File: config.mk
export PLATFORM = sky130hd
export DESIGN_NAME = sgm_merge
export DESIGN_NICKNAME = d
export VERILOG_FILES = /design/src/rtl/core/sgm_pkg.sv /design/src/rtl/core/sgm_merge.sv
export SDC_FILE = /design/constraint.sdc
export NUM_CORES = 1
export LEC_CHECK = 0
export BUFFER_PORTS_ARGS = -buffer_cell sky130_fd_sc_hd__buf_2
export CORE_ASPECT_RATIO = 1.5
export CORE_MARGIN = 1
export CORE_UTILIZATION = 40
export CTS_CLUSTER_SIZE = 14
export DETAILED_ROUTE_END_ITERATION = 10
export PLACE_DENSITY = 0.83
export SLEW_MARGIN = 40
export SYNTH_ARGS = -nofsm -noshare
export SYNTH_HDL_FRONTEND = slang
export SYNTH_SLANG_ARGS = --single-unit
File: constraint.sdc
create_clock -name clk -period 3.9 [get_ports clk]
set_input_delay 0.195 -clock clk [delete_from_list [all_inputs] [get_ports clk]]
set_output_delay 0.195 -clock clk [all_outputs]
set_load 0.05 [all_outputs]
File: src/rtl/core/sgm_pkg.sv
// shared types and constants for the sobel gradient magnitude block
// no dependencies; imported by sgm_lane, sgm_merge and the top level in rtl/core
package sgm_pkg;

  localparam int CH_W     = 8;             // one colour channel
  localparam int NUM_CH   = 3;             // blue, green, red
  localparam int RGB_W    = CH_W * NUM_CH; // packed pixel, blue in the low byte
  localparam int POS_W    = 11;            // reported row and column
  localparam int CFG_W    = 12;            // frame dimension registers
  localparam int GRAD_W   = 11;            // signed sobel sum, |g| <= 1020
  localparam int SQ_W     = 20;            // g*g < 2^20
  localparam int SUM_W    = SQ_W + 1;      // gx*gx + gy*gy
  localparam int ROOT_W   = 8;             // root bits, one per iteration
  localparam int SAT_BIT  = 2 * ROOT_W;    // sums at or above 2^16 saturate
  localparam int STEP_W   = $clog2(ROOT_W);

  localparam logic [CH_W-1:0]  MAG_MAX   = 8'd255;
  localparam logic [CFG_W-1:0] W_RESET   = 12'd640;
  localparam logic [CFG_W-1:0] H_RESET   = 12'd480;
  localparam int               DIM_MIN   = 3;

  // register indexes
  localparam logic REG_WIDTH  = 1'b0;
  localparam logic REG_HEIGHT = 1'b1;

  // per-lane step strobes from the sequencer
  typedef struct packed {
    logic              grad;     // capture gx, gy from the window
    logic              sqr;      // capture sum of squares, clear root
    logic              root;     // one bit of the root
    logic [STEP_W-1:0] step;     // which root bit, msb first
  } sgm_lane_ctl_t;

  typedef struct packed {
    logic [POS_W-1:0] row;
    logic [POS_W-1:0] col;
    logic [CH_W-1:0]  mag_blue;
    logic [CH_W-1:0]  mag_green;
    logic [CH_W-1:0]  mag_red;
    logic             frame_end;
  } sgm_result_t;

endpackage

File: src/rtl/core/sgm_merge.sv
// merge stage: joins the lane magnitudes and position tag into one output register
// depends on sgm_pkg
module sgm_merge (
  input  logic                 clk,
  input  logic                 rst_n,
  input  logic                 load,
  input  sgm_pkg::sgm_result_t res,
  output logic                 can_load,
  input  logic                 out_stall,
  output logic                 out_valid,
  output logic [10:0]          out_row,
  output logic [10:0]          out_col,
  output logic [7:0]           out_mag_blue,
  output logic [7:0]           out_mag_green,
  output logic [7:0]           out_mag_red,
  output logic                 out_frame_end
);
  import sgm_pkg::*;

  logic        valid_r;
  sgm_result_t data_r;

  assign can_load = !valid_r || !out_stall;

  always_ff @(posedge clk) begin
    if (!rst_n) begin
      valid_r <= 1'b0;
    end else if (load && can_load) begin
      valid_r <= 1'b1;
    end else if (!out_stall) begin
      valid_r <= 1'b0;
    end
  end

  always_ff @(posedge clk) begin
    if (load && can_load) begin
      data_r <= res;
    end
  end

  assign out_valid     = valid_r;
  assign out_row       = data_r.row;
  assign out_col       = data_r.col;
  assign out_mag_blue  = data_r.mag_blue;
  assign out_mag_green = data_r.mag_green;
  assign out_mag_red   = data_r.mag_red;
  assign out_frame_end = data_r.frame_end;

endmodule

# ---- After elaboration in Yosys (flattened, before gate mapping)
# Cells that the tools add are included.
dict set report totals {
  wordCells 14
  reg_bits 48
  output_inout_bits 49
}
dict set report op_classes {
  muxes 2
  reduce_logical 4
  eq_ne 1
}
# operator count
set op_table {}
lappend op_table {{$logic_not 1->1} 2}
lappend op_table {{$mux 1} 2}
lappend op_table {{$ne 2x1->1 const B} 1}
lappend op_table {{$logic_and 1x1->1} 1}
lappend op_table {{$logic_or 1x1->1} 1}

# ---- Depth between registers and ports, before layout
# Gate-level depths: netlist of the first run.
dict set report logic_depth {
  ltp_word 4
  ltp_mapped 2
  depth_no_buf 2
}

# ---- Least setup slack after synthesis of the first run
# OpenSTA, ideal clock, no wires.
dict set report synth_path {
  path_kind {flip-flop to flip-flop}
  start {register valid_r, in the netlist out_valid}
  end {register data_r, in the netlist out_col[0], enable pin}
  slack_ns 1.360
  setup_time_ns 0.409
  synth_period_minus_slack_ns 2.540
  path_stages_with_launch 3
  required_ns 3.491
  arrival_time_ns 2.131
  path_cell_list {dfxtp_1 > nand2_1 > and2_1}
}
dict set report synth_via {
  elab_chain_len 3
}
# element line
set synth_lines {}
lappend synth_lines {{start, declared} sgm_merge.sv:20} ;# logic valid_r;
lappend synth_lines {{start signal, assigned} sgm_merge.sv:27} ;# valid_r <= 1'b0;
lappend synth_lines {{start signal, assigned} sgm_merge.sv:29} ;# valid_r <= 1'b1;
lappend synth_lines {{start signal, assigned} sgm_merge.sv:31} ;# valid_r <= 1'b0;
lappend synth_lines {{$logic_not 1->1} sgm_merge.sv:23} ;# assign can_load = !valid_r || !out_stall;
lappend synth_lines {{$logic_or 1x1->1} sgm_merge.sv:23}
lappend synth_lines {{net can_load} sgm_merge.sv:8} ;# output logic can_load,
lappend synth_lines {{$logic_and 1x1->1} sgm_merge.sv:36} ;# if (load && can_load) begin
lappend synth_lines {{end signal, assigned} sgm_merge.sv:37} ;# data_r <= res;
lappend synth_lines {{end, declared} sgm_merge.sv:21} ;# sgm_result_t data_r;
# The timed path passes the listed nets, and every way through them passes these cells.
# A chain may end at the register's enable or synchronous reset.

# ---- Worst setup path after layout of the first run
dict set report layout_path {
  start {register valid_r, in the netlist out_valid}
  end {register data_r, in the netlist out_col[6], enable pin}
}
dict set report layout_via {
  elab_chain_len 3
}
# element line
set layout_lines {}
lappend layout_lines {{$logic_not 1->1} sgm_merge.sv:23}
lappend layout_lines {{$logic_or 1x1->1} sgm_merge.sv:23}
lappend layout_lines {{$logic_and 1x1->1} sgm_merge.sv:36}
# No other way between the ends.

==> results.yml, run 1 <==
pwr:
  p_leak_nw: 0.907
  pwr_density_cell_mw_per_mm2: 509
  swShare_pct: 26.4
  p_clk_share_pct: 26.9
  p_comb_share_pct: 16.0
  irDropWorstVdd_uv: 326
  p_switching_mw: 0.281
  p_int_mw: 0.784
  seq_power_share_pct: 57.1
synth:
  syn_nets: 103
  synth_edf_count: 47
  yosysTopAreaCell: "edfxtp_1"
  synth_top_area_share_pct: 97.2
  synth_compound_area_share_pct: 0.345
  synth_cell_types: 6
  syn_area_sq_mm: 0.00145
  ys_seq_area_share_pct: 98.5
  synth_top_family_by_area: "simple AND/OR/NAND/NOR gates"
  synthMuxAreaShare_pct: 0
  yosysMostFrequentCell: "edfxtp_1"
  synth_xor_area_share_pct: 0
  ys.flop_type: "edfxtp_1"
  synth_seq_cells: 48
  synthSimpleGateAreaFrac_pct: 1.12
  synthCells: 52
  yosys_warnings: 0
  synth.avg_cell_area_sq_um: 27.9
  synth.area.top_cells: "edfxtp_1 97%, dfxtp_1 1.4%, and2_1 0.43%"
  yosys.area_share.adder_pct: 0
  synthArstFlopShare_pct: 0
clock_tree:
  cts_buffers: 5
  tritoncts: "yes"
  clk_latency_ns: 0.29
  post-cts-setup-buffer-count: 0
  clockBufferDepth: 2
  htreeDepth: 2
  clock-sinks: 48
  cts_resized: 0
  cts-hold-fix-buffers: 0
  clk_pin_slew_ns: 0.08
  root_buffer: "clkbuf_8"
worst_hold_path:
  hold_start: "res[27]"
  holdPathStages: 1
  hp-class: "input pin to flop"
  worstHoldEndpoint: "out_col[2]"
setup_path:
  worstSetupPathType: "flop to flop"
  cp_max_fo: 47
  r2r_start: "out_valid"
  path_buf_inv: 0
  path_cells: "nand2_1 > and2_4"
  r2r_slack_ns: 2.56
  reg2reg_depth: 2
  critical-path-top-delay-family: "simple AND/OR/NAND/NOR gates"
  regToRegEndpoint: "out_col[6]"
  crit_arrival_ns: 1.26
  critPathLaunchType: "flop"
  slowest_stage: "and2_4"
  max_stage_delay_ns: 0.53
  cp_data_required_time_ns: 3.83
  end_kind: "flop"
floorplanning:
  rows: 26
  initial_core_util_pct: 42.1
  die_x_um: 51.2
  dieHeight_um: 75.8
  core_sq_mm: 0.00345
  io_pins: 100
  dieArea_sq_mm: 0.00388
layout:
  final_area_sq_mm: 0.00209
  syn2layout_area_growth_pct: 44.1
  fillerInstances: 306
  insertedDiodeCount: 0
  fin_util_pct: 60.7
  drive_above_1_share_pct: 66.7
  seqCellArea_sq_mm: 0.00143
  multi_input_area_sq_um: 23.8
  fin_nets: 209
route:
  vias: 903
  ant_nets: 0
  firstDrtPassIters: 4
  drc: 0
  viasPerCell: 4.49
  drt_iter0_markers: 5
  wl_per_cell_um: 14.5
  wl_um: 2920
timing:
  fin_worst_skew_ns: 0.00840
  max-slew-margin-rel_pct: 60.4
  fin_ws_ns: 2.56
  fin_tns_setup_ns: 0
  slew_viol_final: 0
  rsz0062_at_grt: "false"
  max_freq_mhz: 749
  setup_viol_count_final: 0
  worst_slew_pin_slew_ns: 0.594
  hold_viol: 0
  timing.final.crit_share_pct: 34.2
  period_needed_ns: 1.34
place:
  placed_cell_area_sq_mm: 0.00200
  place_ws_ns: 2.58
  io_buffers: 99
  place.gp.congestion: 0.636
run:
  cap_viol_max_count: 0
global_routing:
  grt_pass1_wl_um: 3820
  grt_pass1_vias: 794
  grt_usage_pct: 15.0
  grt_max_degree: 48
  grt_antenna_before_repair: 0
  grt_remaining_overflow: 0
status:
  status: "complete, no violations"
## routing by layer
layer  share of wire, %  track usage (%)
met5                  0                0
met4                4.4             13.3
met3                5.8             4.19
met2                 58             26.5
met1                 32             13.8
## worst register-to-register path: cells and delay by family (launching register included)
kind             cells  cell delay (ns)
flip-flops           1             0.33
AND/OR/NAND/NOR      2             0.62
## registers in the layout, indices dropped and copies added, names as in the netlist
signal	count
out_row	11
out_frame_end	1
out_col	11
out_mag_red	8
out_mag_green	8
out_mag_blue	8
out_valid	1
## final cells by class
type / instances / share of cell area, %
clock buffers: 8 / 4.30
flip-flops and latches: 48 / 68.4
multi-input cells: 4 / 1.14
well taps: 42 / 2.51
repair buffers: 99 / 23.7
## power groups by stage
| stage | Clock, mW | Sequential, mW | Combinational [mW] |
|---|---|---|---|
| 2_1_floorplan | 0 | 0.726 | 0.0117 |
| 3_3_place_gp | 0 | 0.619 | 0.167 |
| 3_5_place_dp | 0 | 0.620 | 0.172 |
| 4_1_cts | 0.293 | 0.609 | 0.172 |
| 5_1_grt | 0.309 | 0.611 | 0.177 |
| 6_report | 0.286 | 0.609 | 0.170 |
## layout by cell type (no fill, tap or decap), drive strengths merged
| cell | instances |
|---|---|
| clkbuf | 8 |
| and2 | 1 |
| edfxtp | 47 |
| dfxtp | 1 |
| nor2b | 1 |
| a21oi | 1 |
| buf | 99 |
| nand2 | 1 |
## per-stage QoR
step / hold WS (ns) / cells / power, mW
2_1_floorplan: 0.294 / 52 / 0.737
3_3_place_gp: 0.371 / 193 / 0.786
3_5_place_dp: 0.373 / 193 / 0.792
4_1_cts: 0.0643 / 201 / 1.07
5_1_grt: 0.0566 / 201 / 1.10
6_report: 0.0707 / 201 / 1.06
## cells by family (layout without fill, tap and decap cells)
| family | count (synthesis) | in the layout |
|---|---|---|
| buffers and inverters | 0 | 107 |
| AO/OA/AOI/OAI | 1 | 1 |
| AND/OR/NAND/NOR | 3 | 3 |
| flip-flops | 48 | 48 |
## how the worst max path moves through the flow
stage,cells after the start,start,endpoint
floorplan,2,out_valid,out_col[0]
global placement,3,out_stall,out_row[7]
detailed placement,3,out_stall,out_col[5]
CTS,2,out_valid,out_col[4]
global route,2,out_valid,out_col[5]
finish,2,out_valid,out_col[6]
No activity file was read; power rests on OpenSTA's default activity.
==> run 2, diff against run 1 <==
--- a/config.mk
+++ b/config.mk
@@ -8,10 +8,10 @@
 export BUFFER_PORTS_ARGS = -buffer_cell sky130_fd_sc_hd__buf_2
 export CORE_ASPECT_RATIO = 1.5
 export CORE_MARGIN = 1
-export CORE_UTILIZATION = 40
+export CORE_UTILIZATION = 36
 export CTS_CLUSTER_SIZE = 14
 export DETAILED_ROUTE_END_ITERATION = 10
-export PLACE_DENSITY = 0.83
+export PLACE_DENSITY = 0.79
 export SLEW_MARGIN = 40
 export SYNTH_ARGS = -nofsm -noshare
 export SYNTH_HDL_FRONTEND = slang
==> constraint.sdc (replaced) <==
create_clock -name clk -period 1.2 [get_ports clk]
set_input_delay 0.06 -clock clk [delete_from_list [all_inputs] [get_ports clk]]
set_output_delay 0.06 -clock clk [all_outputs]
set_load 0.05 [all_outputs]
==> results.yml, run 2 (synthesis results as in run 1) <==
status:
  status: "complete, no violations"
floorplanning:
  dieArea_sq_mm: 0.00430
  die_x_um: 53.9
  core_sq_mm: 0.00375
  dieHeight_um: 79.8
  initial_core_util_pct: 38.7
  rows: 27
  io_pins: 100
place:
  io_buffers: 99
  placed_cell_area_sq_mm: 0.00206
  place.gp.congestion: 0.675
pwr:
  p_comb_share_pct: 18.7
  p_clk_share_pct: 28.9
  pwr_density_cell_mw_per_mm2: 1420
  swShare_pct: 25.5
  irDropWorstVdd_uv: 1080
  p_leak_nw: 1.14
  seq_power_share_pct: 52.4
  p_switching_mw: 0.964
  p_int_mw: 2.82
setup_path:
  cp_data_required_time_ns: 1.19
  crit_arrival_ns: 1.06
  end_kind: "flop"
  path_cells: "nand2_8 > and2_4 > buf_12"
  critPathLaunchType: "flop"
  cp_max_fo: 24
  path_buf_inv: 1
  worstSetupPathType: "flop to flop"
  slowest_stage: "dfxtp_4"
  max_stage_delay_ns: 0.37
  critical-path-top-delay-family: "flip-flops"
timing:
  rsz0062_at_grt: "false"
  period_needed_ns: 1.07
  fin_worst_skew_ns: 0.00193
  timing.final.crit_share_pct: 89.0
  slew_viol_final: 0
  hold_viol: 0
  max-slew-margin-rel_pct: 82.4
  worst_slew_pin_slew_ns: 0.265
  holdWs_ns: 0.0487
  setup_viol_count_final: 0
  max_freq_mhz: 936
clock_tree:
  cts-hold-fix-buffers: 48
  post-cts-setup-buffer-count: 0
  clk_pin_slew_ns: 0.08
  clock-sinks: 48
  cts_buffers: 5
  tritoncts: "yes"
  clk_latency_ns: 0.28
  clockBufferDepth: 2
  htreeDepth: 2
  root_buffer: "clkbuf_8"
  cts_resized: 0
layout:
  final_area_sq_mm: 0.00265
  insertedDiodeCount: 0
  fillerInstances: 245
  fin_nets: 259
  final_cell_mix: "99 x buf_2, 48 x dlygate4sd3_1, 47 x edfxtp_1"
  syn2layout_area_growth_pct: 82.6
  drive_above_1_share_pct: 53.1
  final_common_cell: "buf_2"
global_routing:
  use_met2_pct: 31.4
  grt_antenna_before_repair: 0
  grt_usage_pct: 18.2
  grt_max_degree: 25
  use_met3_pct: 6.10
  grt_use_met1_pct: 16.9
  top_usage_layer: "met2"
  grt_pass1_vias: 1152
  grt_remaining_overflow: 0
  grt_pass1_wl_um: 5240
route:
  vias: 1106
  firstDrtPassIters: 4
  drt_iter0_markers: 27
  wl_um: 3660
  ant_nets: 0
  wl_per_cell_um: 14.5
  drc: 0
  viasPerCell: 4.39
worst_hold_path:
  hp-class: "input pin to flop"
run:
  cap_viol_max_count: 0
[run 2: changes by cell type in the layout (fill, tap and decap cells not counted), sizes merged]
cell         before  now
clkbuf            8    6
buf              99  101
bufinv            0    1
dlygate4sd3       0   48
clkinv            0    1
[run 2: metal layers]
| metal | vias up | part of all wire (%) |
|---|---|---|
| met5 | - | 0 |
| met4 | 0 | 4.4 |
| met3 | 16 | 6.3 |
| met2 | 65 | 57 |
| met1 | 509 | 32 |
| li1 | 516 | - |
[run 2: cell type report]
cell class,instances,area [sq um],area share [%]
clock buffer,6,72.6,2.74
clock inverter,2,35.0,1.32
multi-input combinational,4,40.0,1.51
sequential,48,1440,54.1
tap,43,53.8,2.03
timing repair buffer,149,1020,38.3
[run 2: worst min-delay path, stage by stage]
cell and delay [ns]:
buf_2 0.09, a21oi_1 0.04, nor2b_1 0.10
[run 2: final timing paths]
check	startpoint	endpoint	slack, ns	cells past startpoint
hold / removal	load	out_valid	0.05	3
setup / recovery	out_valid	out_row[4]	0.13	3
hold reg to reg	out_valid	out_valid	0.60	2
setup reg to reg	out_valid	out_row[4]	0.13	3
[run 2: per-stage QoR]
| stage | utilization [%] | setup WS (ns) | power (mW) | setup TNS, ns | cells |
|---|---|---|---|---|---|
| finish | 70.7 | 0.132 | 3.78 | 0 | 252 |
| floorplan | - | -0.158 | 2.40 | -7.42 | 52 |
| CTS | 70.7 | 0.128 | 3.79 | 0 | 252 |
| global placement | 55.1 | 0.158 | 2.58 | 0 | 196 |
| global route | 70.7 | 0.106 | 3.91 | 0 | 252 |
| detailed placement | 55.1 | 0.141 | 2.60 | 0 | 196 |
[run 2: power groups by stage]
stage	combinational [mW]	sequential (mW)	clock, mW
floorplan	0.0427	2.36	0
global placement	0.571	2.01	0
detailed placement	0.582	2.02	0
CTS	0.704	1.98	1.11
global route	0.737	1.99	1.18
finish	0.706	1.98	1.09
