**src/rtl/core/sgm_pkg.sv**
```systemverilog
// shared types and constants for the sobel gradient magnitude block
// no dependencies; imported by sgm_lane, sgm_merge and the top level in rtl/core
package sgm_pkg;

  localparam int CH_W     = 8;             // one colour channel
  localparam int NUM_CH   = 3;             // blue, green, red
  localparam int RGB_W    = CH_W * NUM_CH; // packed pixel, blue in the low byte
  localparam int POS_W    = 11;            // reported row and column
  localparam int CFG_W    = 12;            // frame dimension registers
  localparam int GRAD_W   = 11;            // signed sobel sum, |g| <= 1020
  localparam int SQ_W     = 20;            // g*g < 2^20
  localparam int SUM_W    = SQ_W + 1;      // gx*gx + gy*gy
  localparam int ROOT_W   = 8;             // root bits, one per iteration
  localparam int SAT_BIT  = 2 * ROOT_W;    // sums at or above 2^16 saturate
  localparam int STEP_W   = $clog2(ROOT_W);

  localparam logic [CH_W-1:0]  MAG_MAX   = 8'd255;
  localparam logic [CFG_W-1:0] W_RESET   = 12'd640;
  localparam logic [CFG_W-1:0] H_RESET   = 12'd480;
  localparam int               DIM_MIN   = 3;

  // register indexes
  localparam logic REG_WIDTH  = 1'b0;
  localparam logic REG_HEIGHT = 1'b1;

  // per-lane step strobes from the sequencer
  typedef struct packed {
    logic              grad;     // capture gx, gy from the window
    logic              sqr;      // capture sum of squares, clear root
    logic              root;     // one bit of the root
    logic [STEP_W-1:0] step;     // which root bit, msb first
  } sgm_lane_ctl_t;

  typedef struct packed {
    logic [POS_W-1:0] row;
    logic [POS_W-1:0] col;
    logic [CH_W-1:0]  mag_blue;
    logic [CH_W-1:0]  mag_green;
    logic [CH_W-1:0]  mag_red;
    logic             frame_end;
  } sgm_result_t;

endpackage

```
**src/rtl/core/sgm_lane.sv**
```systemverilog
// one colour lane: sobel sums, sum of squares, bit-serial clamped square root
// depends on sgm_pkg
module sgm_lane (
  input  logic                   clk,
  input  sgm_pkg::sgm_lane_ctl_t ctl,
  input  logic [7:0]             tl,
  input  logic [7:0]             tc,
  input  logic [7:0]             tr,
  input  logic [7:0]             ml,
  input  logic [7:0]             mr,
  input  logic [7:0]             bl,
  input  logic [7:0]             bc,
  input  logic [7:0]             br,
  output logic [7:0]             mag
);
  import sgm_pkg::*;

  logic signed [GRAD_W-1:0]   e_tl, e_tc, e_tr, e_ml, e_mr, e_bl, e_bc, e_br;
  logic signed [GRAD_W-1:0]   gx, gy;
  logic signed [GRAD_W-1:0]   gx_r, gy_r;
  logic signed [2*GRAD_W-1:0] sq_x, sq_y;
  logic [SUM_W-1:0]           sum;
  logic [SAT_BIT-1:0]         sum_r;
  logic                       sat_r;
  logic [ROOT_W-1:0]          root_r;
  logic [ROOT_W-1:0]          trial;
  logic [2*ROOT_W-1:0]        trial_sq;

  localparam logic [ROOT_W-1:0] ROOT_MSB = {1'b1, {(ROOT_W-1){1'b0}}};

  assign e_tl = $signed({{(GRAD_W-CH_W){1'b0}}, tl});
  assign e_tc = $signed({{(GRAD_W-CH_W){1'b0}}, tc});
  assign e_tr = $signed({{(GRAD_W-CH_W){1'b0}}, tr});
  assign e_ml = $signed({{(GRAD_W-CH_W){1'b0}}, ml});
  assign e_mr = $signed({{(GRAD_W-CH_W){1'b0}}, mr});
  assign e_bl = $signed({{(GRAD_W-CH_W){1'b0}}, bl});
  assign e_bc = $signed({{(GRAD_W-CH_W){1'b0}}, bc});
  assign e_br = $signed({{(GRAD_W-CH_W){1'b0}}, br});

  assign gx = (e_tr - e_tl) + ((e_mr - e_ml) <<< 1) + (e_br - e_bl);
  assign gy = (e_bl + (e_bc <<< 1) + e_br) - (e_tl + (e_tc <<< 1) + e_tr);

  assign sq_x = gx_r * gx_r;
  assign sq_y = gy_r * gy_r;
  assign sum  = {1'b0, sq_x[SQ_W-1:0]} + {1'b0, sq_y[SQ_W-1:0]};

  assign trial    = root_r | (ROOT_MSB >> ctl.step);
  assign trial_sq = trial * trial;

  always_ff @(posedge clk) begin
    if (ctl.grad) begin
      gx_r <= gx;
      gy_r <= gy;
    end
    if (ctl.sqr) begin
      sum_r  <= sum[SAT_BIT-1:0];
      sat_r  <= |sum[SUM_W-1:SAT_BIT];
      root_r <= '0;
    end else if (ctl.root) begin
      if (trial_sq <= sum_r) begin
        root_r <= trial;
      end
    end
  end

  assign mag = sat_r ? MAG_MAX : root_r;

endmodule

```
**config.mk**
```make
export PLATFORM = sky130hd
export DESIGN_NAME = sgm_lane
export DESIGN_NICKNAME = d
export VERILOG_FILES = /design/src/rtl/core/sgm_pkg.sv /design/src/rtl/core/sgm_lane.sv
export SDC_FILE = /design/constraint.sdc
export NUM_CORES = 1
export LEC_CHECK = 0
export ABC_AREA = 0
export BUFFER_PORTS_ARGS = -buffer_cell sky130_fd_sc_hd__buf_2
export CORE_ASPECT_RATIO = 0.6
export CORE_MARGIN = 1
export CORE_UTILIZATION = 50
export CTS_BUF_LIST = sky130_fd_sc_hd__clkbuf_8
export CTS_CLUSTER_SIZE = 28
export DETAILED_ROUTE_END_ITERATION = 10
export PLACE_DENSITY_LB_ADDON = 0.1
export SLEW_MARGIN = 10
export SYNTH_ARGS = -nofsm -noshare
export SYNTH_HDL_FRONTEND = slang
export SYNTH_SLANG_ARGS = --single-unit
```
**constraint.sdc**
```tcl
create_clock -name clk -period 18.9 [get_ports clk]
set_clock_uncertainty 0.2 [all_clocks]
set_input_delay 0.945 -clock clk [delete_from_list [all_inputs] [get_ports clk]]
set_output_delay 0.945 -clock clk [all_outputs]
set_load 0.02 [all_outputs]
```
# --- Yosys cells after proc, flatten, opt, wreduce, memory -nomap -nowiden ---
# Cells that the tools add are included.
word_totals:
  reg_bits: 47
  inputBits: 71
  word_cells: 25
classes:
  add_sub_neg: 11
  n_mul: 3
  order_cmp: 1
  shifts: 1
  mux: 1
  bitwise_logic: 1
  reduce_logical: 2
op_table:
  columns: ["op", "n"]
  rows:
  - ["11-bit by 11-bit multiplier with 20-bit output", 2]
  - ["8-bit by 8-bit subtractor with 9-bit output", 3]
  - ["10-bit by 8-bit adder with 11-bit output", 2]
  - ["20-bit by 20-bit adder with 21-bit output", 1]
  - ["8-bit by 9-bit adder with 10-bit output", 2]
  - ["16-bit <= comparator", 1]
  - ["8-bit by 8-bit multiplier with 16-bit output", 1]
  - ["11-bit by 9-bit adder with 11-bit output", 1]
  - ["9-bit by 10-bit adder with 11-bit output", 1]
  - ["11-bit subtractor", 1]
  - ["8-bit 2-to-1 mux", 1]
  - ["8-bit bitwise OR", 1]
  - ["8-bit by 3-bit right shift with 8-bit output, first input constant", 1]
  - ["5-bit OR reduction", 1]
  - ["2-bit AND reduction", 1]

# --- Depth between registers and ports, before layout ---
# Gate-level depths: netlist of the first run.
depth:
  depth_word: 5
  ltp_mapped: 27
  depth_no_buf: 26

# --- Worst setup path after synthesis of the first run ---
# Ideal clock, no wire load.
synth_path:
  kind: "input to register"
  start: "in ctl[2] (netlist bit)"
  end: "reg root_r[4]"
  t_arrival_ns: 6.439
  t_required_ns: 18.552
  path_slack_ns: 12.113
  cell_stages: 24
  n_path_buf: 2
  path_cell_list: "clkbuf_1 -> inv_1 -> a31oi_1 -> clkbuf_1 -> nor2_1 -> fa_1 -> fa_1 -> fa_1 -> inv_1 -> fa_1 -> inv_1 -> ha_1 -> a21oi_1 -> a21oi_2 -> a2111oi_4 -> a21oi_2 -> xor2_1 -> ha_1 -> nand4_1 -> or2_2 -> nor2_1 -> o31ai_1 -> a21oi_1 -> o22ai_1"
synth_between:
  elab_chain_cells: 5
synth_lines:
  columns: ["item", "line", "rtl"]
  rows:
  - ["start, declared", "sgm_lane.sv:5", "input sgm_pkg::sgm_lane_ctl_t ctl,"]
  - ["8-bit by 3-bit right shift with 8-bit output (*)", "sgm_lane.sv:47", "assign trial = root_r | (ROOT_MSB >> ctl.step);"]
  - ["8-bit bitwise OR (*)", "sgm_lane.sv:47", null]
  - ["8-bit by 8-bit multiplier with 16-bit output", "sgm_lane.sv:48", "assign trial_sq = trial * trial;"]
  - ["16-bit <= comparator", "sgm_lane.sv:60", "if (trial_sq <= sum_r) begin"]
  - ["2-bit AND reduction (no line)", null, null]
  - ["end signal, assigned", "sgm_lane.sv:61", "root_r <= trial;"]
  - ["end, declared", "sgm_lane.sv:25", "logic [ROOT_W-1:0] root_r;"]
# Mark *: on every way between the ends. The rest lies on a longest branch, timed or not.
# A chain may end at the register's enable or synchronous reset.

# --- Worst setup path in the final report of the first run ---
layout_path:
  start: "in ctl[0] (netlist bit)"
  end: "reg root_r[0]"
# The elaborated chain is that of the path after synthesis.

==> flow_metrics.py, run 1 <==
metrics = {
    "sta": {
        "relSlewSlack_pct": 21.9,
        "max_freq_ghz": 0.134,
        "period_minus_slack_ns": 7.46,
        "finalSetupTns_ns": 0,
        "fin_crit_sh_pct": 39.5,
        "worst_pin_slew_ns": 1.17,
        "setup_slack_ns": 11.44,
        "hold_viol_final": 0,
        "report.final.slew_viol_count": 0,
        "rsz0062_at_grt": "no",
        "setup_viol": 0,
    },
    "worst_setup_path": {
        "r2r-start": "gy_r[2]$_DFFE_PP_",
        "startpoint_type": "input pin",
        "cp.required_ns": 18.87,
        "reg2reg_slack_ns": 11.92,
        "path_class": "in -> reg",
        "critPathCapture": "root_r[0]$_SDFFE_PP0P_",
        "startpoint": "ctl[0]",
        "worst_ep_arrival_time_ns": 7.44,
        "critPathCaptureType": "flop",
        "r2r_cells": 21,
        "r2r_end": "sat_r$_DFFE_PP_",
        "cp_max_fo": 11,
    },
    "clocking": {
        "clk_path_buf_depth": 2,
        "clkSinkCount": 47,
        "worstSkewPairLatency_ns": 0.33,
        "cts_buffers": 5,
        "cts_root_buf": "clkbuf_8",
        "hold_buffers": 0,
        "cts_resized": 0,
        "htreeDepth": 2,
        "cts_tree": "built",
        "post_cts_buffers": 0,
        "clk_pin_slew_ns": 0.10,
    },
    "synthesis": {
        "synthCells": 1587,
        "netlist-cell-type-count": 52,
        "ys_seq_elements": 47,
        "ys.flop_type": "edfxtp_1",
        "synth_edf_count": 39,
        "seq_area_frac_synth_pct": 9.16,
        "syn_area_um2": 14500,
        "synthesis.nets": 2109,
        "yosysWarnings": 0,
        "avgSynthCellArea_um2": 9.16,
        "ys_async_sr_fraction_pct": 0,
    },
    "grt": {
        "grt_pass1_wl_mm": 54.2,
        "grt_antenna_before_repair": 0,
        "first_global_vias": 10500,
        "grt_start_max_net_pins": 28,
        "grt_overflow": 0,
        "grtUsageTotal_pct": 23.0,
    },
    "route": {
        "num_vias": 10200,
        "antenna_left": 0,
        "vias_per_cell": 5.06,
        "routedWlPerCell_um": 15.5,
        "drtPass1Iterations": 4,
        "drt-total-wl_mm": 31.2,
        "drt_iter0_markers": 482,
        "drc_errors": 0,
    },
    "floorplan": {
        "core_area_um2": 28100,
        "io_pins": 79,
        "die-height_um": 134,
        "die_w_um": 222,
        "dieArea_um2": 29800,
        "rows": 47,
        "start_util_pct": 51.8,
    },
    "cells_and_area": {
        "area_growth_pct": 5.98,
        "n_fill_cell": 2583,
        "diodes": 0,
        "drive_above_1_share_pct": 7.09,
        "final_core_util_pct": 54.9,
        "finalNetCount": 2171,
    },
    "worst_hold_path": {
        "hp-start": "root_r[4]$_SDFFE_PP0P_",
        "hold_path_class": "reg -> reg",
    },
    "placed_design": {
        "hpwlAfterDp_mm": 27.8,
        "dp_slack_ns": 11.15,
        "place_congestion": 0.888,
        "portBuffers": 78,
    },
    "status": {
        "outcome": "completed",
    },
    "job": {
        "max_cap_violations": 0,
    },
}
[metrics by stage]
stage          instance area (µm²)  hold WS (ns)  instances
4_1_cts                      15400         0.303       2017
5_1_grt                      15400         0.337       2017
3_5_place_dp                 15300         0.287       2009
2_1_floorplan                14500         0.260       1587
6_report                     15400         0.305       2017
3_3_place_gp                 15300         0.280       2009
[registers in the layout (all words and copies together) (netlist names)]
signal / count
gy_r: 11
sat_r: 1
root_r: 8
gx_r: 11
sum_r: 16
[cell usage after synthesis (all sizes together) (2+ instances only)]
library cell / n / area, µm²
nand4: 6 / 37.5
o31ai: 2 / 15.0
nand2: 81 / 304
nor2: 71 / 267
nand3: 10 / 50.1
nor3: 16 / 80.1
nor2b: 32 / 208
and2: 34 / 213
a211oi: 7 / 57.6
or4: 2 / 15.0
o31a: 2 / 17.5
o21ai: 38 / 190
and3: 7 / 43.8
edfxtp: 39 / 1170
a2111oi: 2 / 36.3
clkbuf: 23 / 86.3
fa: 257 / 5140
nand2b: 19 / 119
a211o: 2 / 17.5
o21bai: 10 / 75.1
a21boi: 3 / 22.5
ha: 194 / 2430
o211ai: 5 / 47.5
dfxtp: 8 / 160
a31o: 3 / 26.3
or2: 19 / 119
inv: 428 / 1610
xor2: 29 / 254
xnor2: 85 / 744
or3: 6 / 37.5
nor4: 2 / 12.5
a31oi: 14 / 93.8
a21o: 28 / 210
mux2i: 2 / 20.0
a21oi: 67 / 347
o22ai: 8 / 50.1
o21a: 18 / 135
[worst min path at each step]
stage | cells past startpoint | endpoint | slack [ns]
floorplan | 2 | root_r[0]$_SDFFE_PP0P_ | 0.26
global placement | 2 | root_r[4]$_SDFFE_PP0P_ | 0.28
detailed placement | 2 | root_r[4]$_SDFFE_PP0P_ | 0.29
CTS | 2 | root_r[3]$_SDFFE_PP0P_ | 0.30
global route | 2 | root_r[3]$_SDFFE_PP0P_ | 0.34
finish | 2 | root_r[4]$_SDFFE_PP0P_ | 0.30
[layout by cell type, fill, tap and decap left out, types with 28 or more instances in the layout]
cell / instances
a21oi_1: 64
buf_2: 78
nor2_1: 71
ha_1: 194
inv_1: 430
a21o_1: 28
and2_1: 34
xor2_1: 29
nand2_1: 81
xnor2_1: 85
edfxtp_1: 39
o21ai_0: 32
nor2b_1: 31
fa_1: 257
[layout make-up]
class                           count  area (µm²)  area share (%)
Timing Repair Buffer               78         390            2.53
Tap cell                          367         459            2.98
Sequential cell                    47        1330            8.64
Multi-Input combinational cell   1089       11500            74.7
Clock inverter                      3        37.5           0.244
Inverter                          428        1610            10.4
Clock buffer                        5        68.8           0.447
[cells by family after synthesis]
group | Yosys count | synth area share [%]
AO/OA/AOI/OAI | 213 | 9.49
XOR/XNOR | 114 | 6.87
adder cells (fa/ha/maj) | 451 | 52.1
buffers and inverters | 451 | 11.6
flip-flops | 47 | 9.16
multiplexers | 3 | 0.215
AND/OR/NAND/NOR | 308 | 10.5
[metal layers]
layer	part of all wire (%)	GRT usage [%]	vias up
met3	5.5	3.59	9
met5	0	0	-
met1	56	38.3	4974
li1	-	-	5032
met4	0.45	2.16	0
met2	38	31.6	188
[critical path, cell delays in order]
cell and delay [ns]:
buf_2 0.13, inv_1 0.09, a31oi_1 0.87, nor2_1 0.24, fa_1 0.58, inv_1 0.05
fa_1 0.46, fa_1 0.52, fa_1 0.54, inv_1 0.04, ha_1 0.35, o21a_1 0.13
nor2_1 0.09, a21oi_1 0.07, a211oi_1 0.33, o21bai_1 0.10, a21oi_1 0.18, xnor2_1 0.08
ha_1 0.30, nand4_1 0.08, or2_2 0.29, nor2_1 0.11, o31ai_1 0.08, a21oi_1 0.62
o22ai_1 0.13
Power of run 1 is not shown: default switching activity piles up to over one toggle a cycle in this logic, so the estimate is an artifact.
==> inputs of run 2 (changes only) <==
--- a/config.mk
+++ b/config.mk
@@ -5,7 +5,7 @@
 export SDC_FILE = /design/constraint.sdc
 export NUM_CORES = 1
 export LEC_CHECK = 0
-export ABC_AREA = 0
+export ABC_AREA = 1
 export BUFFER_PORTS_ARGS = -buffer_cell sky130_fd_sc_hd__buf_2
 export CORE_ASPECT_RATIO = 0.6
 export CORE_MARGIN = 1
==> constraint.sdc (replaced) <==
create_clock -name clk -period 7.5 [get_ports clk]
set_clock_uncertainty 0.2 [all_clocks]
set_input_delay 0.375 -clock clk [delete_from_list [all_inputs] [get_ports clk]]
set_output_delay 0.375 -clock clk [all_outputs]
set_load 0.02 [all_outputs]
==> run 2 against run 1 <==
  * Register-to-register slack got worse by 11 ns
  * Global-route usage fell by 0.39 points
  * Design area rose by 6.6%
  * Clock-buffer cell count did not move
  * Flip-flop and latch count did not move
  * Sequential share of layout area fell by 0.54 points
  * Synthesized cell count rose by 23%
  * Setup slack got worse by 10 ns
  * Die area rose by 6.5%
  * Critical path depth fell by 1
  * Critical path type is now reg -> reg
  * Largest cell class unchanged
==> flow_metrics.py, run 2 <==
metrics = {
    "status": {
        "outcome": "completed",
    },
    "synthesis": {
        "synthCells": 1954,
        "seq_area_frac_synth_pct": 8.60,
        "syn_area_um2": 15500,
        "ys_seq_elements": 47,
        "synth.most_common_cell": "inv_1",
        "synthesis.nets": 2476,
        "ys_async_sr_fraction_pct": 0,
        "synth.area.top_cells": "fa_1 (33%), ha_1 (16%), inv_1 (15%), nand2_1 (9.1%), edfxtp_1 (7.6%)",
        "netlist-cell-type-count": 40,
        "yosysWarnings": 0,
        "ys.flop_type": "edfxtp_1",
        "avgSynthCellArea_um2": 7.93,
        "synth_commonest_cells": "inv_1 (604), nand2_1 (377), fa_1 (257)",
        "yosysTopAreaCellShare_pct": 33.2,
        "synth_edf_count": 39,
        "synth_top_area_cell": "fa_1",
    },
    "cells_and_area": {
        "stdcell_area_um2": 16400,
        "area_growth_pct": 6.03,
        "regMostFlops": "sum_r",
        "layout_common_cells": "inv_1 (604), nand2_1 (377), fa_1 (257)",
        "final_common_cell": "inv_1",
        "finalNetCount": 2541,
        "final_core_util_pct": 54.3,
        "drive_above_1_share_pct": 6.39,
        "reg_top3": "sum_r: 16 flops, gx_r: 11 flops, gy_r: 11 flops",
        "largest_register_ffs": 16,
    },
    "clocking": {
        "hold_buffers": 0,
        "cts_resized": 0,
        "clk_pin_slew_ns": 0.12,
        "cts_root_buf": "clkbuf_8",
        "htreeDepth": 2,
        "clkSinkCount": 47,
        "worstSkewPairLatency_ns": 0.36,
        "cts_buffers": 5,
        "cts_tree": "built",
        "clk_path_buf_depth": 2,
        "post_cts_buffers": 0,
    },
    "placed_design": {
        "portBuffers": 78,
        "place_congestion": 0.913,
        "hpwlAfterDp_mm": 30.2,
        "placed_area_um2": 16300,
    },
    "route": {
        "drc_errors": 0,
        "num_vias": 11600,
        "vias_per_cell": 4.79,
        "antenna_left": 0,
        "routedWlPerCell_um": 13.8,
        "drtPass1Iterations": 5,
        "drt-total-wl_mm": 33.6,
        "drt_iter0_markers": 767,
    },
    "grt": {
        "grtUsageTotal_pct": 22.6,
        "first_global_vias": 11700,
        "grt_start_max_net_pins": 23,
        "grt_antenna_before_repair": 3,
        "grt_overflow": 0,
        "grt_pass1_wl_mm": 57.9,
    },
    "worst_setup_path": {
        "critPathCaptureType": "flop",
        "worst-path-stages": 24,
        "worstPathBufferInverterCount": 5,
        "cp_max_fo": 14,
        "path_class": "reg -> reg",
        "r2r_cells": 24,
        "cp_top_family": "adder cells",
        "crit_chain": "inv_1 -> or2_2 -> fa_1 -> inv_1 -> fa_1 -> fa_1 -> fa_1 -> inv_1 -> fa_1 -> inv_1 -> ha_1 -> nand2_1 -> o21ai_0 -> nand3b_1 -> xor2_1 -> ha_1 -> nand2_1 -> inv_1 -> nand2_1 -> nand2_1 -> a21oi_1 -> nand2_1 -> a21oi_1 -> nand4_1",
        "cpPeakStageDelay_ns": 0.68,
        "crit_path_top_delay_cell": "edfxtp_1",
        "worst_ep_arrival_time_ns": 6.41,
        "startpoint_type": "flop",
        "cp.required_ns": 7.41,
    },
    "floorplan": {
        "die_w_um": 229,
        "io_pins": 79,
        "core_area_um2": 30200,
        "die-height_um": 138,
        "rows": 49,
        "start_util_pct": 51.2,
        "dieArea_um2": 31700,
    },
    "sta": {
        "fin_crit_sh_pct": 86.7,
        "worst_pin_slew_ns": 0.598,
        "period_minus_slack_ns": 6.50,
        "hold_viol_final": 0,
        "finalSetupTns_ns": 0,
        "rsz0062_at_grt": "no",
        "setup_viol": 0,
        "report.final.slew_viol_count": 0,
        "max_freq_ghz": 0.154,
        "relSlewSlack_pct": 60.2,
    },
    "worst_hold_path": {
        "hold_depth": 3,
        "hold_path_class": "in -> reg",
    },
    "job": {
        "max_cap_violations": 0,
    },
}
## run 2: tightest hold or removal path, stage by stage
cell and delay (ns):
buf_2 0.10, nand2_2 0.17, a21oi_1 0.09
## run 2: kinds of logic after synthesis
family / Yosys count / synth area share, %
buf+inv: 631 / 15.3
flops: 47 / 8.60
compound gates: 165 / 6.05
simple gates: 551 / 15.0
xor+xnor: 109 / 6.16
fa+ha+maj: 451 / 48.9
## run 2: cell type report
cell class,count,area (µm²)
diodes,2,5.00
clock buffers,5,68.8
clock inverters,3,23.8
fillers,2869,13800
inverters,608,2280
multi-input cells,1276,11800
flip-flops and latches,47,1330
well taps,408,510
repair buffers,81,413
## run 2: routing by layer
| metal | part of all wire [%] | vias up | global-route usage (%) |
|---|---|---|---|
| met3 | 7.0 | 13 | 4.35 |
| met4 | 0.42 | 2 | 2.07 |
| met5 | 0.039 | - | 0 |
| met2 | 37 | 287 | 30.4 |
| met1 | 56 | 5414 | 37.7 |
| li1 | - | 5926 | - |
## run 2: through the flow
stage          hold slack [ns]  std cells  setup WS, ns
2_1_floorplan            0.250       1954          1.70
3_3_place_gp             0.272       2420          1.13
3_5_place_dp             0.276       2420          1.08
4_1_cts                  0.187       2428          1.07
5_1_grt                  0.206       2429         0.623
6_report                 0.208       2430          1.00
## run 2: final timing paths
kind	start	endpoint	slack, ns
max	gx_r[10]$_DFFE_PP_	sat_r$_DFFE_PP_	1.00
min	ctl[3]	root_r[5]$_SDFFE_PP0P_	0.21
max reg2reg	gx_r[10]$_DFFE_PP_	sat_r$_DFFE_PP_	1.00
min reg2reg	root_r[5]$_SDFFE_PP0P_	root_r[5]$_SDFFE_PP0P_	0.29
Power of run 2 is left out for the same reason.
==> inputs of run 3 (changes only) <==
--- a/config.mk
+++ b/config.mk
@@ -8,7 +8,7 @@
 export ABC_AREA = 1
 export BUFFER_PORTS_ARGS = -buffer_cell sky130_fd_sc_hd__buf_2
 export CORE_ASPECT_RATIO = 0.6
-export CORE_MARGIN = 1
+export CORE_MARGIN = 10
 export CORE_UTILIZATION = 50
 export CTS_BUF_LIST = sky130_fd_sc_hd__clkbuf_8
 export CTS_CLUSTER_SIZE = 28
==> run 3 against run 2 <==
  * Global-route usage fell by 3.8 points
  * Critical path depth fell by 2
  * Setup slack got worse by 0.024 ns
  * Non-clock buffer count did not move
  * Highest routed layer unchanged
==> flow_metrics.py, run 3 (same netlist as run 2, synthesis figures left out) <==
metrics = {
    "worst_setup_path": {
        "critPathCaptureType": "flop",
        "cp_max_fo": 14,
        "crit_path_top_delay_cell": "edfxtp_1",
        "cpPeakStageDelay_ns": 0.69,
        "path_class": "reg -> reg",
        "worst_ep_arrival_time_ns": 6.43,
        "crit_path_frequent_cell": "fa_1",
        "r2r_cells": 22,
        "startpoint": "gx_r[10]$_DFFE_PP_",
        "cp.required_ns": 7.40,
        "r2r-start": "gx_r[10]$_DFFE_PP_",
        "crit_chain": "inv_1 -> or2_2 -> fa_1 -> inv_1 -> fa_1 -> fa_1 -> fa_1 -> inv_1 -> fa_1 -> inv_1 -> ha_1 -> nand2_1 -> o21ai_0 -> nand3b_1 -> xor2_1 -> ha_1 -> a21oi_1 -> nand2_1 -> a21oi_1 -> nand2_1 -> a21oi_1 -> nand4_1",
        "worst-path-stages": 22,
        "cp_top_family": "adder cells",
        "reg2reg_slack_ns": 0.98,
        "critPathCapture": "sat_r$_DFFE_PP_",
        "startpoint_type": "flop",
        "r2r_end": "sat_r$_DFFE_PP_",
        "worstPathBufferInverterCount": 4,
    },
    "clocking": {
        "clkSinkCount": 47,
        "cts_resized": 0,
        "worstSkewPairLatency_ns": 0.35,
        "cts_root_buf": "clkbuf_8",
        "clk_path_buf_depth": 2,
        "hold_buffers": 0,
        "post_cts_buffers": 0,
        "clk_pin_slew_ns": 0.11,
        "cts_tree": "built",
        "cts_buffers": 5,
        "htreeDepth": 2,
    },
    "floorplan": {
        "rows": 49,
        "die_w_um": 247,
        "dieArea_um2": 38600,
        "io_pins": 79,
        "core_area_um2": 30200,
        "die-height_um": 156,
        "start_util_pct": 51.2,
    },
    "cells_and_area": {
        "regMostFlops": "sum_r",
        "n_fill_cell": 2925,
        "largest_register_ffs": 16,
        "seqCellArea_um2": 1330,
        "reg_top3": "sum_r: 16 flops, gx_r: 11 flops, gy_r: 11 flops",
        "drive_above_1_share_pct": 6.39,
        "multi_input_area_um2": 11800,
        "area_growth_pct": 6.14,
        "finalNetCount": 2541,
        "layout_common_cells": "inv_1 (604), nand2_1 (377), fa_1 (257)",
        "final_common_cell": "inv_1",
    },
    "route": {
        "num_vias": 11700,
        "met2_length_mm": 12.9,
        "wirelength_met1_mm": 18.9,
        "dr.max_layer_used": "met5",
        "drt_iter0_markers": 872,
        "drtPass1Iterations": 5,
        "vias_per_cell": 4.81,
        "antenna_left": 0,
        "drt-total-wl_mm": 34.5,
        "drc_errors": 0,
        "routedWlPerCell_um": 14.2,
        "dr_wl_met3_mm": 2.43,
    },
    "sta": {
        "worst_hold_slack_ns": 0.209,
        "relSlewSlack_pct": 62.0,
        "report.final.slew_viol_count": 0,
        "finalSetupTns_ns": 0,
        "rsz0062_at_grt": "no",
        "fin_crit_sh_pct": 87.0,
        "period_minus_slack_ns": 6.52,
        "max_freq_ghz": 0.153,
        "hold_viol_final": 0,
        "setup_viol": 0,
        "worst_pin_slew_ns": 0.569,
    },
    "worst_hold_path": {
        "hold_path_class": "in -> reg",
        "hold_depth": 3,
    },
    "grt": {
        "first_global_vias": 12200,
        "grtUsageTotal_pct": 18.8,
        "grt_antenna_before_repair": 2,
        "grt_start_max_net_pins": 23,
        "grt_pass1_wl_mm": 59.6,
        "grt_overflow": 0,
    },
    "status": {
        "outcome": "completed",
    },
    "placed_design": {
        "place_congestion": 0.944,
        "hpwlAfterDp_mm": 31.1,
        "portBuffers": 78,
    },
    "job": {
        "max_cap_violations": 0,
    },
}
## run 3: metal layers
metal / track usage (%) / up-vias
li1: - / 5917
met1: 29.6 / 5472
met2: 26.3 / 285
met3: 4.01 / 16
met4: 2.23 / 2
met5: 0 / -
## run 3: worst min-delay path by stage
stage	start	endpoint
2_1_floorplan	root_r[5]$_SDFFE_PP0P_	root_r[5]$_SDFFE_PP0P_
3_3_place_gp	root_r[5]$_SDFFE_PP0P_	root_r[5]$_SDFFE_PP0P_
3_5_place_dp	root_r[5]$_SDFFE_PP0P_	root_r[5]$_SDFFE_PP0P_
4_1_cts	ctl[3]	root_r[4]$_SDFFE_PP0P_
5_1_grt	ctl[3]	root_r[0]$_SDFFE_PP0P_
6_report	ctl[3]	root_r[6]$_SDFFE_PP0P_
## run 3: layout make-up
cell class / instances / area share, %
clock buffer: 5 / 0.419
sequential: 47 / 8.10
inverter: 608 / 13.9
multi-input combinational: 1276 / 71.7
antenna: 1 / 0.0152
clock inverter: 3 / 0.266
timing repair buffer: 81 / 2.51
tap: 408 / 3.11
## run 3: metrics by stage
step                      setup slack [ns]  util (%)  instance area, µm²  std cells
after floorplan                       1.70         -               15500       1954
after detailed placement              1.09      54.0               16300       2420
after global routing                 0.491      54.4               16400       2428
after CTS                             1.08      54.4               16400       2428
after global placement                1.13      54.0               16300       2420
final                                0.977      54.4               16400       2429
## run 3: tightest hold or removal path, cell delays in order
cell	delay (ns)
buf_2	0.11
nand2_2	0.15
a21oi_1	0.08
Power of run 3 is left out for the same reason.
